--- src/rtl/rbu_pkg.sv ---
// ----------------------------------------------------------------------------
// rbu_pkg: shared types and helpers for the RGB888 blend unit
// Holds the action codes, the beat structs of both channels, the struct that
// passes per-channel products between the stages, and the divide-by-255 helper.
// ----------------------------------------------------------------------------
package rbu_pkg;

	localparam int unsigned ChanW  = 8;
	localparam int unsigned NumCh  = 3;
	localparam int unsigned ColorW = ChanW * NumCh;
	localparam int unsigned ProdW  = 2 * ChanW;

	localparam logic [ChanW-1:0] ChanFull = 8'hFF;
	localparam logic [ChanW-1:0] LumaR    = 8'd54;
	localparam logic [ChanW-1:0] LumaG    = 8'd183;
	localparam logic [ChanW-1:0] LumaB    = 8'd19;

	typedef enum logic [1:0] {
		ACT_WHITE     = 2'd0,
		ACT_BLACK     = 2'd1,
		ACT_HIGHLIGHT = 2'd2,
		ACT_MIX       = 2'd3
	} action_t;

	typedef struct packed {
		action_t           action;
		logic [ColorW-1:0] primary_color;
		logic [ColorW-1:0] secondary_color;
		logic [ChanW-1:0]  blend_amount;
	} item_t;

	typedef struct packed {
		logic [ColorW-1:0] result_color;
		logic              went_lighter;
	} result_t;

	// Two weighted terms per channel; their sum divided by 255 is the channel.
	typedef struct packed {
		logic                        valid;
		logic [NumCh-1:0][ProdW-1:0] term_u;
		logic [NumCh-1:0][ProdW-1:0] term_v;
		logic                        went_lighter;
	} prod_t;

	// Truncating x / 255 for x up to 255 * 255: (x + (x >> 8) + 1) >> 8.
	function automatic logic [ChanW-1:0] div255(input logic [ProdW-1:0] x);
		logic [ProdW:0] acc;
		acc = {1'b0, x} + {{(ChanW+1){1'b0}}, x[ProdW-1:ChanW]} + {{ProdW{1'b0}}, 1'b1};
		return acc[ProdW-1:ChanW];
	endfunction

endpackage

--- src/rtl/rbu_mult_stage.sv ---
// ----------------------------------------------------------------------------
// rbu_mult_stage: luma decision and per-channel weighting products
// Every action is written as (u * (255 - a) + v) / 255 per channel; this stage
// forms both terms from the registered input beat and registers them.
// ----------------------------------------------------------------------------
module rbu_mult_stage (
	input  logic           clk,
	input  logic           arst_n,
	input  logic           valid_s1,
	input  rbu_pkg::item_t item_s1,
	output rbu_pkg::prod_t prod_s2
);

	logic [rbu_pkg::ChanW-1:0]                     amt;
	logic [rbu_pkg::ChanW-1:0]                     namt;
	logic [rbu_pkg::ProdW-1:0]                     luma_sum;
	logic                                          is_dark;
	logic                                          to_white;
	logic [rbu_pkg::ProdW-1:0]                     white_term;
	logic [rbu_pkg::NumCh-1:0][rbu_pkg::ChanW-1:0] prim_ch;
	logic [rbu_pkg::NumCh-1:0][rbu_pkg::ChanW-1:0] sec_ch;
	rbu_pkg::prod_t                                prod_d;
	logic                                          valid_s2;
	rbu_pkg::prod_t                                data_s2;

	assign amt  = item_s1.blend_amount;
	assign namt = rbu_pkg::ChanFull - amt;
	assign prim_ch = item_s1.primary_color;
	assign sec_ch  = item_s1.secondary_color;

	// Channel 2 is red, channel 0 is blue.
	assign luma_sum = rbu_pkg::ProdW'(prim_ch[2] * rbu_pkg::LumaR)
		+ rbu_pkg::ProdW'(prim_ch[1] * rbu_pkg::LumaG)
		+ rbu_pkg::ProdW'(prim_ch[0] * rbu_pkg::LumaB);

	// Luma below 128 means the top bit of the unshifted sum is clear.
	assign is_dark = ~luma_sum[rbu_pkg::ProdW-1];

	always_comb begin
		unique case (item_s1.action)
			rbu_pkg::ACT_WHITE:     to_white = 1'b1;
			rbu_pkg::ACT_BLACK:     to_white = 1'b0;
			rbu_pkg::ACT_HIGHLIGHT: to_white = is_dark;
			default:                to_white = 1'b0;
		endcase
	end

	// 255 * a, the added term when blending toward white.
	assign white_term = {amt, {rbu_pkg::ChanW{1'b0}}} - {{rbu_pkg::ChanW{1'b0}}, amt};

	always_comb begin
		prod_d.valid        = valid_s1;
		prod_d.went_lighter = (item_s1.action == rbu_pkg::ACT_HIGHLIGHT) && is_dark;
		for (int c = 0; c < rbu_pkg::NumCh; c++) begin
			if (item_s1.action == rbu_pkg::ACT_MIX) begin
				prod_d.term_u[c] = rbu_pkg::ProdW'(sec_ch[c] * namt);
				prod_d.term_v[c] = rbu_pkg::ProdW'(prim_ch[c] * amt);
			end else begin
				prod_d.term_u[c] = rbu_pkg::ProdW'(prim_ch[c] * namt);
				prod_d.term_v[c] = to_white ? white_term : '0;
			end
		end
	end

	always_ff @(posedge clk or negedge arst_n) begin
		if (!arst_n) begin
			valid_s2 <= 1'b0;
		end else begin
			valid_s2 <= valid_s1;
		end
	end

	always_ff @(posedge clk) begin
		data_s2 <= prod_d;
	end

	always_comb begin
		prod_s2       = data_s2;
		prod_s2.valid = valid_s2;
	end

endmodule

--- src/rtl/rbu_div_stage.sv ---
// ----------------------------------------------------------------------------
// rbu_div_stage: term sum, divide by 255 and result register
// Adds the two registered terms of each channel, divides by 255 with a shift
// and add, packs the colour and registers the result beat with its strobe.
// ----------------------------------------------------------------------------
module rbu_div_stage (
	input  logic             clk,
	input  logic             arst_n,
	input  rbu_pkg::prod_t   prod_s2,
	output logic             done,
	output rbu_pkg::result_t result
);

	logic [rbu_pkg::NumCh-1:0][rbu_pkg::ChanW-1:0] chan_d;
	rbu_pkg::result_t                              result_d;
	logic                                          done_q;
	rbu_pkg::result_t                              result_q;

	// The two terms never sum past 255 * 255, so 16 bits hold the sum.
	always_comb begin
		for (int c = 0; c < rbu_pkg::NumCh; c++) begin
			chan_d[c] = rbu_pkg::div255(prod_s2.term_u[c] + prod_s2.term_v[c]);
		end
		result_d.result_color = chan_d;
		result_d.went_lighter = prod_s2.went_lighter;
	end

	always_ff @(posedge clk or negedge arst_n) begin
		if (!arst_n) begin
			done_q <= 1'b0;
		end else begin
			done_q <= prod_s2.valid;
		end
	end

	always_ff @(posedge clk) begin
		result_q <= result_d;
	end

	assign done   = done_q;
	assign result = result_q;

endmodule

--- src/rtl/rgb_blend_unit.sv ---
// ----------------------------------------------------------------------------
// rgb_blend_unit: per-pixel RGB888 blend toward white, black, by luma, or mix
//
//   channel   ports                        handshake
//   -------   --------------------------   ---------------------------------
//   item      start, busy, item            beat taken when start && !busy
//   result    done, result                 beat valid for one cycle on done
//
// One beat is taken every cycle; busy is always low.
// Each result passes from start to done through the input register,
// the product register (one 8x8 multiply per term) and the result register.
// Reset clears only the strobe pipeline; no beat is in flight after it.
// The receiver cannot stall, so results are never held back.
// ----------------------------------------------------------------------------
module rgb_blend_unit (
	input  logic             clk,
	input  logic             arst_n,
	input  logic             start,
	output logic             busy,
	input  rbu_pkg::item_t   item,
	output logic             done,
	output rbu_pkg::result_t result
);

	logic           valid_s1;
	rbu_pkg::item_t item_s1;
	rbu_pkg::prod_t prod_s2;

	assign busy = 1'b0;

	always_ff @(posedge clk or negedge arst_n) begin
		if (!arst_n) begin
			valid_s1 <= 1'b0;
		end else begin
			valid_s1 <= start && !busy;
		end
	end

	always_ff @(posedge clk) begin
		item_s1 <= item;
	end

	rbu_mult_stage u_mult (
		.clk      (clk),
		.arst_n   (arst_n),
		.valid_s1 (valid_s1),
		.item_s1  (item_s1),
		.prod_s2  (prod_s2)
	);

	rbu_div_stage u_div (
		.clk     (clk),
		.arst_n  (arst_n),
		.prod_s2 (prod_s2),
		.done    (done),
		.result  (result)
	);

	// Every accepted beat comes out on done, and done pulses for no other beat.
	assert property (@(posedge clk) disable iff (!arst_n)
		start |-> ##3 done)
		else $error("accepted beat produced no result");

	assert property (@(posedge clk) disable iff (!arst_n)
		done |-> $past(start, 3))
		else $error("result strobe without an accepted beat");

	// The lighter flag only comes from a highlight beat.
	assert property (@(posedge clk) disable iff (!arst_n)
		(done && result.went_lighter) |-> ($past(item.action, 3) == rbu_pkg::ACT_HIGHLIGHT))
		else $error("went_lighter set for a non-highlight beat");

	// Blending toward white never darkens the red channel.
	assert property (@(posedge clk) disable iff (!arst_n)
		(done && result.went_lighter) |->
		(result.result_color[23:16] >= $past(item.primary_color[23:16], 3)))
		else $error("highlight toward white darkened a channel");

endmodule
--- config.mk ---
export PLATFORM = sky130hd
export DESIGN_NAME = rgb_blend_unit
export DESIGN_NICKNAME = d
export VERILOG_FILES = /design/src/rtl/rbu_pkg.sv /design/src/rtl/rbu_mult_stage.sv /design/src/rtl/rbu_div_stage.sv /design/src/rtl/rgb_blend_unit.sv
export SDC_FILE = /design/constraint.sdc
export NUM_CORES = 2
export LEC_CHECK = 0
export ABC_AREA = 0
export BUFFER_PORTS_ARGS = -buffer_cell sky130_fd_sc_hd__buf_2
export CAP_MARGIN = 25
export CORE_MARGIN = 10
export CORE_UTILIZATION = 57
export DETAILED_ROUTE_END_ITERATION = 8
export PLACE_DENSITY_LB_ADDON = 0.15
export SLEW_MARGIN = 10
export SYNTH_ARGS = -nofsm -noshare
export SYNTH_HDL_FRONTEND = slang
export SYNTH_SLANG_ARGS = --single-unit
--- constraint.sdc ---
create_clock -name clk -period 13.9 [get_ports clk]
set_input_delay 2.085 -clock clk [delete_from_list [all_inputs] [get_ports clk]]
set_output_delay 2.085 -clock clk [all_outputs]
set_load 0.01 [all_outputs]
==> impl_metrics.ini <==
[timing]
slew-limit-headroom = 0.313
slew_violations = 0
fmax_mhz = 161
setup_viol_count_final = 0
clock_skew_ns = 0.0175
totalNegativeSetupSlack_ns = 0
timing.final.crit_share = 0.447
fin_worst_hold_slack_ns = 0.331
setup_repair_after_global_routing_missed_its_margin = false
period_needed_ns = 6.22
worst_slew_pin_slew_ns = 1.03
hold_violations = 0

[synthesis]
postSynth.topFlopCell = sky130_fd_sc_hd__dfxtp_1
synth_edf_count = 0
synth_top_area_cell = sky130_fd_sc_hd__fa_1
yosys.area.top_type_share = 0.265
synth.top_cells.by_count = sky130_fd_sc_hd__inv_1 (554), sky130_fd_sc_hd__ha_1 (476), sky130_fd_sc_hd__fa_1 (388)
synth_cell_type_count = 76
ys_top_cells_by_area = sky130_fd_sc_hd__fa_1 (26%), sky130_fd_sc_hd__ha_1 (20%), sky130_fd_sc_hd__dfxtp_1 (12%), sky130_fd_sc_hd__inv_1 (7.1%), sky130_fd_sc_hd__nor2b_1 (4.0%)
synth_sequential_area_ratio = 0.125
post_syn_instances = 3312
synth.net_count = 4237
synth.most_common_cell = sky130_fd_sc_hd__inv_1
avgSynthCellArea_sq_um = 8.87
synthesized_area_sq_mm = 0.0294
ys_async_sr_fraction = 0.0164
flip_flop_and_latch_count_after_synthesis = 183
yosys_warnings = 0

[clock_tree]
clkSlewWorstSetupHoldPaths_ns = 0.09
post_cts_setup_buffers = 0
cts_hold_repair_buffers = 0
htreeDepth = 4
clkLatencyLatePin_ns = 0.51
cts_tree = built
clk_root_buffer_cell = sky130_fd_sc_hd__clkbuf_16
cts-buffers-inserted = 17
clockBufferDepth = 2
tritoncts_num_sinks = 183
postCtsResizedCells = 0

[detailed_routing]
routed_wire_length_on_met3_um = 4120
wl_met2_um = 34000
num_vias = 22300
drcViolationCount = 0
drt_first_pass_iters = 7
viasPerCell = 5.57
route.antenna.remaining_nets = 0
route.layer.met1.wl_um = 32600
totalWireLength_um = 73000
post_drt_wl_per_cell_um = 18.2
topRoutingLayerUsed = met4
detailedRoute.firstIterationViolations = 1348

[critical_path]
critical_path.cell_chain = ha_1, fa_1, inv_1, fa_1, inv_1, ha_1, a21oi_1, o21bai_1, a21oi_1, nor2b_1, o21ai_0, a21oi_1, fa_1, ha_1, a21o_1, a211o_1, a22oi_1, o211ai_1, o41ai_4, buf_6, o21ai_0, o21ai_0
startpoint = item_s1[50]$_DFF_P_
timing.critical_path.from_type = flop
cp_max_fo = 20
cpPeakStageDelay_ns = 0.80
crit-reg2reg-launch = item_s1[50]$_DFF_P_
timing.reg2reg.worst_path_depth = 22
crit-reg2reg-capture = u_mult.prod_s2[29]$_DFF_P_
slowest_stage = sky130_fd_sc_hd__dfxtp_1
timing.critical_path.arrival_ns = 6.65
timing.reg2reg.setup_slack_ns = 7.68
required_time_worst_endpoint_ns = 14.33
crit_type = reg -> reg
endpoint_kind = flop

[min_path]
hold_path.startpoint = u_mult.prod_s2[0]$_DFF_P_
timing.hold.worst.class = reg -> reg
whs_endpoint = u_div.result[0]$_DFF_P_
hold_depth = 0

[floorplan]
die_area_sq_mm = 0.0610
std_cell_rows = 83
initial_core_util = 0.574
die_height_um = 247
io-pin-count = 88
die_width_um = 247
core_sq_mm = 0.0512

[global_route]
gr-usage-all-layers = 0.247
global_route.overflow_total = 0
grt_max_degree = 81
grt_pass1_vias = 23200
antenna_found_initial = 0
grt_first_pass_wirelength_um = 120000

[finish]
insertedDiodeCount = 0
final_layout_size_suffix_gt1_frac = 0.0498
num-nets-final = 4247
layout_area_growth_over_synthesis_pct = 5.54

[outcome]
outcome = finished, final reports clean

[power]
worst_ir_drop_vdd_v = 0.000176
total_power_per_unit_cell_area_mw_per_mm2 = 193
p_leak_nw = 15.9

[placed_design]
io_buffers = 86
dp_hpwl_um = 56500
gpl.final_weighted_congestion = 0.893

[flow_run]
maxCapViolCount = 0
per-stage QoR:
stage	utilization	instances	total power [mW]	worst slack [ns]	cell area, sq um
6_report	0.605	4015	5.97	7.68	31000
5_1_grt	0.605	4015	6.59	7.28	31000
3_3_place_gp	0.593	3982	5.23	7.45	30300
4_1_cts	0.605	4015	5.96	7.68	31000
2_1_floorplan	-	3312	4.23	8.67	29400
3_5_place_dp	0.593	3983	5.37	7.72	30400
power by group:
group,internal [mW],leakage (nW),switching [mW]
clock network,0.250,0.305,0.287
logic,1.91,14.1,2.63
registers,0.728,1.55,0.161
total,2.89,15.9,3.08
critical path, delay by kind of cell (launching register included):
| kind | cells | cell delay (ns) |
|---|---|---|
| flip-flops | 1 | 0.80 |
| adder cells (fa/ha/maj) | 6 | 2.41 |
| buffers and inverters | 3 | 0.35 |
| AO/OA/AOI/OAI | 12 | 2.51 |
| AND/OR/NAND/NOR | 1 | 0.08 |
layout make-up:
class                      count  area [sq um]
multi-input combinational   2464         23200
sequential                   183          3690
timing repair buffer         100           539
inverter                     556          2090
fill                        4448         20200
clock buffer                  17           425
tap                          680           851
clock inverter                15           211
cells in the final DEF, fill, tap and decap left out, types with 95 or more instances in the layout:
cell and n:
sky130_fd_sc_hd__xnor2_1 95, sky130_fd_sc_hd__a21oi_1 137, sky130_fd_sc_hd__nand2_1 250, sky130_fd_sc_hd__nor2b_1 189
sky130_fd_sc_hd__ha_1 476, sky130_fd_sc_hd__inv_1 554, sky130_fd_sc_hd__o21ai_0 112, sky130_fd_sc_hd__fa_1 388
sky130_fd_sc_hd__nand2b_1 187, sky130_fd_sc_hd__dfxtp_1 172, sky130_fd_sc_hd__nor2_1 133, sky130_fd_sc_hd__and2_1 97
how the worst max path moves through the flow:
| stage | to | slack [ns] | depth (start not counted) |
|---|---|---|---|
| 4_1_cts | u_mult.prod_s2[29]$_DFF_P_ | 7.68 | 22 |
| 6_report | u_mult.prod_s2[29]$_DFF_P_ | 7.68 | 22 |
| 3_3_place_gp | u_mult.prod_s2[13]$_DFF_P_ | 7.45 | 22 |
| 3_5_place_dp | u_mult.prod_s2[29]$_DFF_P_ | 7.72 | 22 |
| 5_1_grt | u_mult.prod_s2[29]$_DFF_P_ | 7.28 | 22 |
| 2_1_floorplan | u_mult.prod_s2[40]$_DFF_P_ | 8.67 | 19 |
sequential cells by signal, summed over array words and instances, names as in the netlist:
register         flops
item_s1             58
u_mult.valid_s2      1
u_div.done           1
valid_s1             1
u_mult.prod_s2      97
u_div.result        25
cell families (layout without fill, tap and decap cells):
group / count (synthesis) / count (layout) / share of synthesized area
AOI/OAI and AO/OA: 405 / 405 / 0.0859
and+or+nand+nor: 1019 / 1019 / 0.183
DFF: 183 / 183 / 0.125
xor gates and xnor gates: 159 / 159 / 0.0477
buffers and inverters: 665 / 688 / 0.0853
other: 1 / 1 / 0.000128
muxes: 16 / 16 / 0.00545
adders and majority gates: 864 / 864 / 0.467
routing by layer:
layer / global-route usage / vias to the layer above
li1: - / 10600
met1: 0.327 / 11100
met2: 0.403 / 591
met3: 0.0394 / 108
met4: 0.0862 / 0
met5: 0 / -
Note: power is estimated with default switching activity, not from simulation.
